File: config.mk
export PLATFORM = sky130hd
export DESIGN_NAME = dsa_ram
export DESIGN_NICKNAME = d
export VERILOG_FILES = /design/src/design/dsa_ram.sv
export SDC_FILE = /design/constraint.sdc
export NUM_CORES = 1
export LEC_CHECK = 0
export BUFFER_PORTS_ARGS = -buffer_cell sky130_fd_sc_hd__buf_4
export CAP_MARGIN = 40
export CORE_MARGIN = 2
export CORE_UTILIZATION = 40
export CTS_BUF_LIST = sky130_fd_sc_hd__clkbuf_8
export CTS_CLUSTER_DIAMETER = 150
export CTS_CLUSTER_SIZE = 28
export DETAILED_ROUTE_END_ITERATION = 7
export PLACE_DENSITY = 0.65
export SETUP_SLACK_MARGIN = 0.02
export SLEW_MARGIN = 20
export SYNTH_ARGS = -nofsm -noshare
export SYNTH_HDL_FRONTEND = slang
export SYNTH_SLANG_ARGS = --single-unit
File: constraint.sdc
create_clock -name clk -period 3.9 [get_ports clk]
set_clock_uncertainty 0.1 [all_clocks]
set_input_delay 0.195 -clock clk [delete_from_list [all_inputs] [get_ports clk]]
set_output_delay 0.195 -clock clk [all_outputs]
set_load 0.02 [all_outputs]
File: src/design/dsa_ram.sv
module dsa_ram #(
  parameter int WIDTH = 8,
  parameter int DEPTH = 16,
  localparam int AW   = $clog2(DEPTH)
) (
  input  logic             clk,
  input  logic             we,
  input  logic [AW-1:0]    waddr,
  input  logic [WIDTH-1:0] wdata,
  input  logic             re,
  input  logic [AW-1:0]    raddr,
  output logic [WIDTH-1:0] rdata
);

  logic [WIDTH-1:0] mem [DEPTH];
  logic [WIDTH-1:0] rdata_r;

  always_ff @(posedge clk) begin
    if (we) begin
      mem[waddr] <= wdata;
    end
    if (re) begin
      rdata_r <= mem[raddr];
    end
  end

  assign rdata = rdata_r;

endmodule

==> results of run 1 <==
[logic make-up (layout without fill, tap and decap cells)]
group,after synthesis,after routing,share of synthesized area [%]
compound gates,16,16,2.298
buf+inv,10,79,1.651
simple gates,35,35,3.136
flops,136,136,78.12
mux,32,32,14.79
[worst reg2reg max path: stages, from the launching register on]
cell	delay, ns
edfxtp_1	0.36
mux4_1	0.51
a22oi_1	0.29
nand2_1	0.09
[worst max-delay path by stage]
stage | startpoint | endpoint | slack [ns]
6_report | raddr[0] | rdata[1] | 2.27
5_1_grt | raddr[0] | rdata[3] | 2.17
4_1_cts | raddr[0] | rdata[1] | 2.28
3_5_place_dp | raddr[0] | rdata[1] | 1.80
3_3_place_gp | waddr[2] | mem[0][2] | 1.74
2_1_floorplan | waddr[2] | mem[0][0] | 2.11
[layout by cell type (no fill, tap or decap), drive strengths merged]
cell type,instances
buf,38
nand2,9
nor3,4
nand3b,2
nor2,13
clkbuf,17
a22oi,16
clkinv,4
clkinvlp,4
nand2b,2
nor2b,1
mux4,32
or3b,1
nand3,1
and2,1
bufinv,6
dlygate4sd3,9
inv,1
and2b,1
edfxtp,136
[flip-flops by register name, summed over array words and instances (netlist names)]
register,count
mem,128
rdata,8
[routing by layer]
metal	routed length (um)	part of all wire (%)	up-vias
li1	-	-	1089
met1	4105	43	1231
met2	4779	50	79
met3	512	5.4	5
met4	83	0.88	0
met5	0	0	-
[through the flow]
step	power [mW]	std cells	area, um2	utilization (%)
CTS	3.168	467	6173	48.72
floorplan	1.776	229	5228	-
finish	3.141	470	6193	48.88
detailed placement	1.848	426	5617	44.33
global placement	1.841	420	5574	43.99
global route	3.232	470	6193	48.88
[power by group]
part           leakage [nW]  internal, mW  switching (mW)
combinational         0.597        0.0738          0.0932
clock                 0.226         0.816           0.505
sequential             1.24          1.65         0.00775
[final cells by class]
type | count | share of cell area, %
Clock buffer | 17 | 3.778
Clock inverter | 15 | 3.758
Multi-Input combinational cell | 83 | 17.07
Sequential cell | 136 | 65.94
Tap cell | 172 | 3.475
Timing Repair Buffer | 47 | 5.980
==> metrics.md, run 1 <==
| Metric | Value |
|---|---|
| Number of diodes | 0 |
| Area Overhead vs Synth | 18.48% |
| FF-to-FF Start | mem[1][1] |
| Multi-input logic area | 0.001057 mm2 |
| Worst-path clk slew | 0.07 ns |
| First-pass GRT wire length | 14.21 mm |
| Vias per std cell | 5.115 |
| Tot GR Track Use | 14.28% |
| Cts repair resizes | 0 |
| Crit-path slowest cell | mux4_1 |
| CP endpoint kind | flop |
| Critical path depth | 4 |
| Max-cap violation count | 0 |
| Top post-synthesis cells by count | edfxtp_1 (136), mux4_2 (18), a22oi_1 (16), mux4_1 (14), nor2_1 (13) |
| Ratio of cells with drive above 1 in the final layout | 29.19% |
| Overflow after GRT | 0 |
| Family with the most delay on the worst path | multiplexers |
| GPL Wtd Cong | 0.7160 |
| I/O Buffers | 26 |
| Top_reg_cell synth | edfxtp_1 |
| Crit start category | input pin |
| Worst Path Required | 3.97 ns |
| Unrepaired setup endpoints after global routing | false |
| DRT iter0 DRCs | 141 |
| Die height | 118.3 um |
| Worst hold start | waddr[1] |
| #FFs+latches synth | 136 |
| Reg-to-reg critical path endpoint | rdata[1] |
| Worst vdd ir | 0.0002067 V |
| I/O pins | 27 |
| Area of the core | 0.01267 mm2 |
| EDFF count, synth | 136 |
| Crit-path cells | buf_4 > mux4_1 > a22oi_1 > nand2_1 |
| Final WL | 9.481 mm |
| Drt wl/cell | 20.17 um |
| Die W | 118.3 um |
| Hold WC Path Type | input pin to flop |
| Top cells by area, synth | edfxtp_1 (78%), mux4_2 (7.8%), mux4_1 (7.0%) |
| Ys async rst share | 0% |
| Post-CTS Setup Repair Bufs | 0 |
| Total Die Area | 0.01400 mm2 |
| WP buf/inv | 1 |
| Hold Buf Count CTS | 9 |
| Post-synth cell types | 18 |
| Pre-CTS setup slack | 1.804 ns |
| Fmax | 0.6131 GHz |
| Clk Latency, worst-skew pair | 0.42 ns |
| Flip-flop and latch area | 0.004084 mm2 |
| CTS tree | yes |
| Vias in the first global route | 2500 |
| Worst Reg-to-Reg Cells | 3 |
| Flop-to-flop setup slack | 2.30 ns |
| # rows | 41 |
| Synth top area share | 78.12% |
| Worst path max stage delay | 0.63 ns |
| PwrDens | 507.2 mW/mm2 |
| GR Util met1 | 18.47% |
| Status | complete, no violations |
| Hold Path Depth | 2 |
| Worst Hold End | mem[0][6] |
| Sequential share of the synthesized area | 78.12% |
| Post-route minimum period | 1.631 ns |
| Hold Fails Final Rpt | 0 |
| Post-Synthesis Cells | 229 |
| Sum Neg Setup Slack | 0 ns |
| Post-route clock period utilization | 41.82% |
| Synth area leader | edfxtp_1 |
| H-tree levels | 4 |
| Initial antenna violation count | 0 |
| Final Max Tran Viols | 0 |
| Worst-Margin Slew | 0.8231 ns |
| CTS buffer count | 17 |
| Leakage Power | 2.060 nW |
| CTS Root Cell | clkbuf_8 |
| Slew HR | 44.93% |
| Synth Cell Area | 0.005228 mm2 |
| DRT antenna net count | 0 |
| Drt pass-1 iters | 5 |
| Most frequent cell after synthesis | edfxtp_1 |
| Detailed Place HPWL | 6.071 mm |
| Fillers | 1026 |
| Warnings from Yosys | 0 |
| Worst Slack Setup Final | 2.269 ns |
| Clk buf depth | 2 |
| Initial core utilization | 41.26% |
| CP Data Arrival Time | 1.70 ns |
| Nets | 304 |
| Post-Syn Area per Cell | 22.83 um2 |
| Final hold slack | 0.1200 ns |
| DR DRC count | 0 |
| Setup Crit Path Kind | input pin to flop |
| Met3 Use GR | 3.620% |
| GRT met2 Usage | 22.98% |
| Clk sinks | 136 |
| Critical path fanouts, max | 32 |
| Syn nets | 248 |
| Final setup violation count | 0 |
| Most Crowded Layer GR | met2 |
| Vias | 2404 |
| Pin count of the biggest net entering global routing | 33 |
Note: power is estimated with default switching activity, not from simulation.
==> run 2, diff against run 1 <==
Settings changed: ABC_AREA set to 1, PLACE_DENSITY 0.65 to 0.67.
Clock period 3.9 ns to 1.43 ns, I/O delays scaled along.
==> run 2 against run 1 <==
Against the previous run:
- register-to-register slack lost 2.1 ns
- wire length grew 39%
- global-route usage grew 3.5 points
- synthesized cell count grew 140%
- final cell count grew 71%
- critical path depth shrank 3
- clock power grew 130%
- first-iteration DRC count grew to 3.0 times the previous value
- critical path type is now flop to output port
==> metrics.md, run 2 <==
| Metric | Value |
|---|---|
| Status | complete, no violations |
| Post-Synthesis Cells | 551 |
| Crit-path slowest cell | edfxtp_1 |
| Unrepaired setup endpoints after global routing | false |
| Clock power share | 37.7% |
| Crit start category | flop |
| DRT iter0 DRCs | 422 |
| Combinational share of power | 7.5% |
| Critical path depth | 1 |
| DRT antenna net count | 0 |
| Most flop-heavy register | mem |
| Max reg flops | 128 |
| # rows | 44 |
| Leakage Power | 2.917 nW |
| Vias per std cell | 4.939 |
| Die height | 124.9 um |
| Final WL | 13.22 mm |
| Clk Latency, worst-skew pair | 0.44 ns |
| Synth top area share | 69.85% |
| Worst-Margin Slew | 0.6230 ns |
| Slew HR | 58.41% |
| Internal | 6.386 mW |
| Finished Layout Cells | 804 |
| Final setup violation count | 0 |
| Max-cap violation count | 0 |
| Post-route clock period utilization | 86.20% |
| Clk buf depth | 2 |
| CTS buffer count | 17 |
| Number of diodes | 0 |
| Top cells by area, synth | edfxtp_1 (70%), nand2_1 (11%), nand3_1 (8.3%) |
| CTS tree | yes |
| Post-CTS Setup Repair Bufs | 0 |
| Ys async rst share | 0% |
| Initial antenna violation count | 0 |
| Nets | 626 |
| Total Die Area | 0.01560 mm2 |
| Post-Syn Area per Cell | 10.61 um2 |
| Worst vdd ir | 0.0004625 V |
| #FFs+latches synth | 136 |
| CP endpoint kind | output port |
| Tot GR Track Use | 17.76% |
| Top post-synthesis cells by count | nand2_1 (173), edfxtp_1 (136), inv_1 (100), nand3_1 (97), nor2_1 (17) |
| First-pass GRT wire length | 20.86 mm |
| WP buf/inv | 1 |
| Drt pass-1 iters | 5 |
| Setup Crit Path Kind | flop to output port |
| Hold WC Path Type | input pin to flop |
| Worst Reg-to-Reg Cells | 6 |
| Warnings from Yosys | 0 |
| Initial core utilization | 40.54% |
| Vias in the first global route | 3922 |
| Synth Cell Area | 0.005847 mm2 |
| Overflow after GRT | 0 |
| H-tree levels | 4 |
| Most common cell after layout, fill and taps aside | nand2_1 |
| EDFF count, synth | 136 |
| Worst Path Required | 1.26 ns |
| Reg power frac | 54.9% |
| GPL Wtd Cong | 0.8767 |
| Hold Fails Final Rpt | 0 |
| Commonest cells after routing, fill and taps aside | nand2_1 (173), edfxtp_1 (136), inv_1 (100) |
| Area of the core | 0.01442 mm2 |
| Detailed Place HPWL | 8.420 mm |
| Post-route minimum period | 1.233 ns |
| Switching pwr | 1.841 mW |
| Top_reg_cell synth | edfxtp_1 |
| DR DRC count | 0 |
| Syn nets | 570 |
| Clk sinks | 136 |
| Worst path max stage delay | 0.44 ns |
| Die W | 124.9 um |
| CP Data Arrival Time | 1.06 ns |
| Final Max Tran Viols | 0 |
| Worst-path clk slew | 0.07 ns |
| CTS Root Cell | clkbuf_8 |
| Pin count of the biggest net entering global routing | 46 |
| Area Overhead vs Synth | 16.73% |
| Post-synth cell types | 11 |
| Synth area leader | edfxtp_1 |
| Hold Path Depth | 4 |
| Sequential share of the synthesized area | 69.85% |
| Drt wl/cell | 16.44 um |
| Vias | 3971 |
| Dpl cells | 762 |
| Critical path fanouts, max | 1 |
| Most frequent cell after synthesis | nand2_1 |
| Fmax | 0.8113 GHz |
| Sw Ratio | 22.38% |
| Family with the most delay on the worst path | flip-flops |
| I/O pins | 27 |
| Sum Neg Setup Slack | 0 ns |
| PwrDens | 1205 mW/mm2 |
| Crit-path cells | buf_4 |
| I/O Buffers | 26 |
| Cts repair resizes | 0 |
| Ratio of cells with drive above 1 in the final layout | 13.06% |
## run 2: kinds of logic after synthesis
family                 synth area share [%]
buffers and inverters                 9.394
and+or+nand+nor                       20.76
DFF                                   69.85
## run 2: layer usage
metal	GRT usage [%]	part of all wire, %	routed length [um]	vias to the layer above
met1	24.88	45	5922	1910
met3	4.338	7.2	951	22
met4	7.059	1.8	234	0
met5	0	0	0	-
li1	-	-	-	1887
met2	26.90	46	6112	152
## run 2: through the flow
stage                     worst slack, ns  instance area [um2]  hold slack [ns]  power, mW  utilization (%)
final                              0.1974                 6825          0.02948      8.228            47.32
after global routing               0.1197                 6825          0.03968      8.498            47.32
after CTS                          0.1839                 6825          0.01761      8.267            47.32
after detailed placement          0.01811                 6331           0.2898      5.199            43.89
after global placement            0.03999                 6331           0.2896      5.187            43.89
after floorplan                    0.3077                 5847          0.07037      4.934                -
## run 2: layout make-up
cell class              count  area (um2)
repair buffers             61       520.5
inverters                 102       382.9
fillers                  1265        7599
flip-flops and latches    136        4084
clock inverters            15       160.2
well taps                 184       230.2
multi-input cells         289        1214
clock buffers              17       234.0
## run 2: timing repair
action,4_1_cts,5_1_grt
endpoints found under the setup margin,0,0
hold buffers,10,0
endpoints found under the hold margin,141,0
## run 2: worst min-delay path, stage by stage
cell	delay [ns]
buf_4	0.15
nand3_1	0.09
nand3_1	0.08
nand2_1	0.07
## run 2: final timing paths
kind	to	slack (ns)	from
worst max-delay path	rdata[0]	0.20	rdata[0]
worst min-delay path	rdata[5]	0.03	raddr[2]
worst max register to register	rdata[1]	0.22	mem[9][1]
worst min register to register	rdata[2]	0.66	mem[0][2]
## run 2: power by group through the flow
| stage | sequential, mW | combinational [mW] | clock [mW] |
|---|---|---|---|
| floorplan | 4.62 | 0.315 | 0 |
| global placement | 4.60 | 0.584 | 0 |
| detailed placement | 4.61 | 0.594 | 0 |
| CTS | 4.52 | 0.618 | 3.13 |
| global route | 4.52 | 0.681 | 3.30 |
| finish | 4.52 | 0.614 | 3.10 |
==> run 3, diff against run 2 <==
Settings changed: CELL_PAD_IN_SITES_DETAIL_PLACEMENT set to 0, CELL_PAD_IN_SITES_GLOBAL_PLACEMENT set to 1, PLACE_DENSITY 0.67 to 0.78, RECOVER_POWER set to 25.
==> run 3 against run 2 <==
Against the previous run:
- register-to-register slack worse by 0.02 ns
- combinational power down 0.7%
- global-route usage down 0.93 points
- sequential share of layout area up 0.36 points
- non-clock buffer count unchanged
- worst hold slack better by 0.019 ns
- largest cell class unchanged
- largest power group unchanged
==> metrics.md, run 3 (same netlist as run 2, synthesis figures left out) <==
| Metric | Value |
|---|---|
| PwrDens | 1229 mW/mm2 |
| H-tree levels | 4 |
| Slew HR | 46.76% |
| GPL Wtd Cong | 0.7709 |
| Most flop-heavy register | mem |
| CP Data Arrival Time | 1.32 ns |
| Detailed Place HPWL | 7.972 mm |
| Commonest cells after routing, fill and taps aside | nand2_1 (173), edfxtp_1 (136), inv_1 (103) |
| Clk buf depth | 2 |
| DRT antenna net count | 0 |
| Initial antenna violation count | 0 |
| Fmax | 0.8111 GHz |
| Unrepaired setup endpoints after global routing | false |
| Post-route minimum period | 1.233 ns |
| Crit. Startpoint | mem[1][7] |
| I/O pins | 27 |
| Number of diodes | 0 |
| Post-route clock period utilization | 86.22% |
| Ratio of cells with drive above 1 in the final layout | 10.65% |
| Setup Crit Path Kind | flop to flop |
| I/O Buffers | 26 |
| Dpl cells | 762 |
| Crit start category | flop |
| Worst-Margin Slew | 0.7986 ns |
| Nets | 626 |
| Most common cell after layout, fill and taps aside | nand2_1 |
| Cts repair resizes | 0 |
| Pin count of the biggest net entering global routing | 42 |
| Die W | 124.9 um |
| Worst vdd ir | 0.0004937 V |
| Vias per std cell | 4.797 |
| CTS buffer count | 17 |
| Initial core utilization | 40.54% |
| DRT iter0 DRCs | 333 |
| Hold Fails Final Rpt | 0 |
| Final setup violation count | 0 |
| Worst hold start | raddr[2] |
| Final Max Tran Viols | 0 |
| Finished Layout Cells | 804 |
| Drt wl/cell | 15.84 um |
| Fillers | 1357 |
| Area Overhead vs Synth | 16.03% |
| Flip-flop and latch area | 0.004084 mm2 |
| Vias | 3857 |
| Area of the core | 0.01442 mm2 |
| Drt pass-1 iters | 5 |
| CTS tree | yes |
| Post-CTS Setup Repair Bufs | 0 |
| Final WL | 12.73 mm |
| Vias in the first global route | 3733 |
| Status | complete, no violations |
| Leakage Power | 2.904 nW |
| First-pass GRT wire length | 20.02 mm |
| Critical path fanouts, max | 1 |
| CTS Root Cell | clkbuf_8 |
| Overflow after GRT | 0 |
| Max-cap violation count | 0 |
| Clk Latency, worst-skew pair | 0.43 ns |
| CP endpoint kind | flop |
| Max reg flops | 128 |
| Total Die Area | 0.01560 mm2 |
| DR DRC count | 0 |
| Hold WC Path Type | input pin to flop |
| Die height | 124.9 um |
| Multi-input logic area | 0.001214 mm2 |
| Clk sinks | 136 |
| Worst-path clk slew | 0.07 ns |
| FF-to-FF Start | mem[1][7] |
| Worst Path Required | 1.52 ns |
| Sum Neg Setup Slack | 0 ns |
| # rows | 44 |
| Tot GR Track Use | 16.83% |
[run 3: layout make-up]
class | instances | area share, %
well taps | 184 | 3.394
flip-flops and latches | 136 | 60.20
inverters | 102 | 5.644
clock buffers | 17 | 3.449
multi-input cells | 289 | 17.89
repair buffers | 61 | 6.953
clock inverters | 15 | 2.471
[run 3: power breakdown]
group	internal [mW]	switching (mW)
combinational	0.204	0.406
sequential	4.49	0.0251
clock	1.85	1.37
total	6.54	1.80
[run 3: final timing paths]
path | cells after the start | slack [ns] | to
worst max register to register | 6 | 0.20 | rdata[7]
worst max-delay path | 6 | 0.20 | rdata[7]
worst min-delay path | 4 | 0.05 | rdata[0]
worst min register to register | 6 | 0.68 | rdata[6]
[run 3: routing by layer]
layer	track usage (%)	share of wire, %	up-vias
met2	27.10	46	137
met5	0	0	-
li1	-	-	1890
met1	22.52	46	1814
met4	6.928	2.3	0
met3	3.351	5.8	16
[run 3: worst max-delay path, stage by stage (launching register included)]
cell and delay [ns]:
edfxtp_1 0.36, inv_1 0.07, nand2_1 0.05, nand3_1 0.09
nand3_1 0.12, nand3_1 0.15, nand2_1 0.07
[run 3: per-stage QoR]
step / total power [mW] / setup WS (ns) / instance area (um2) / util (%) / hold WS (ns)
final: 8.337 / 0.1971 / 6784 / 47.03 / 0.04826
after global routing: 8.621 / 0.1081 / 6784 / 47.03 / 0.05199
after CTS: 8.401 / 0.2038 / 6833 / 47.37 / 0.02206
after detailed placement: 5.203 / 0.01220 / 6331 / 43.89 / 0.2714
after global placement: 5.191 / 0.04685 / 6331 / 43.89 / 0.2767
after floorplan: 4.934 / 0.3077 / 5847 / - / 0.07037
[run 3: what timing repair did]
| action | CTS | global route |
|---|---|---|
| hold buffers | 10 | 0 |
| endpoints found under the hold margin | 144 | 0 |
| endpoints found under the setup margin | 0 | 0 |
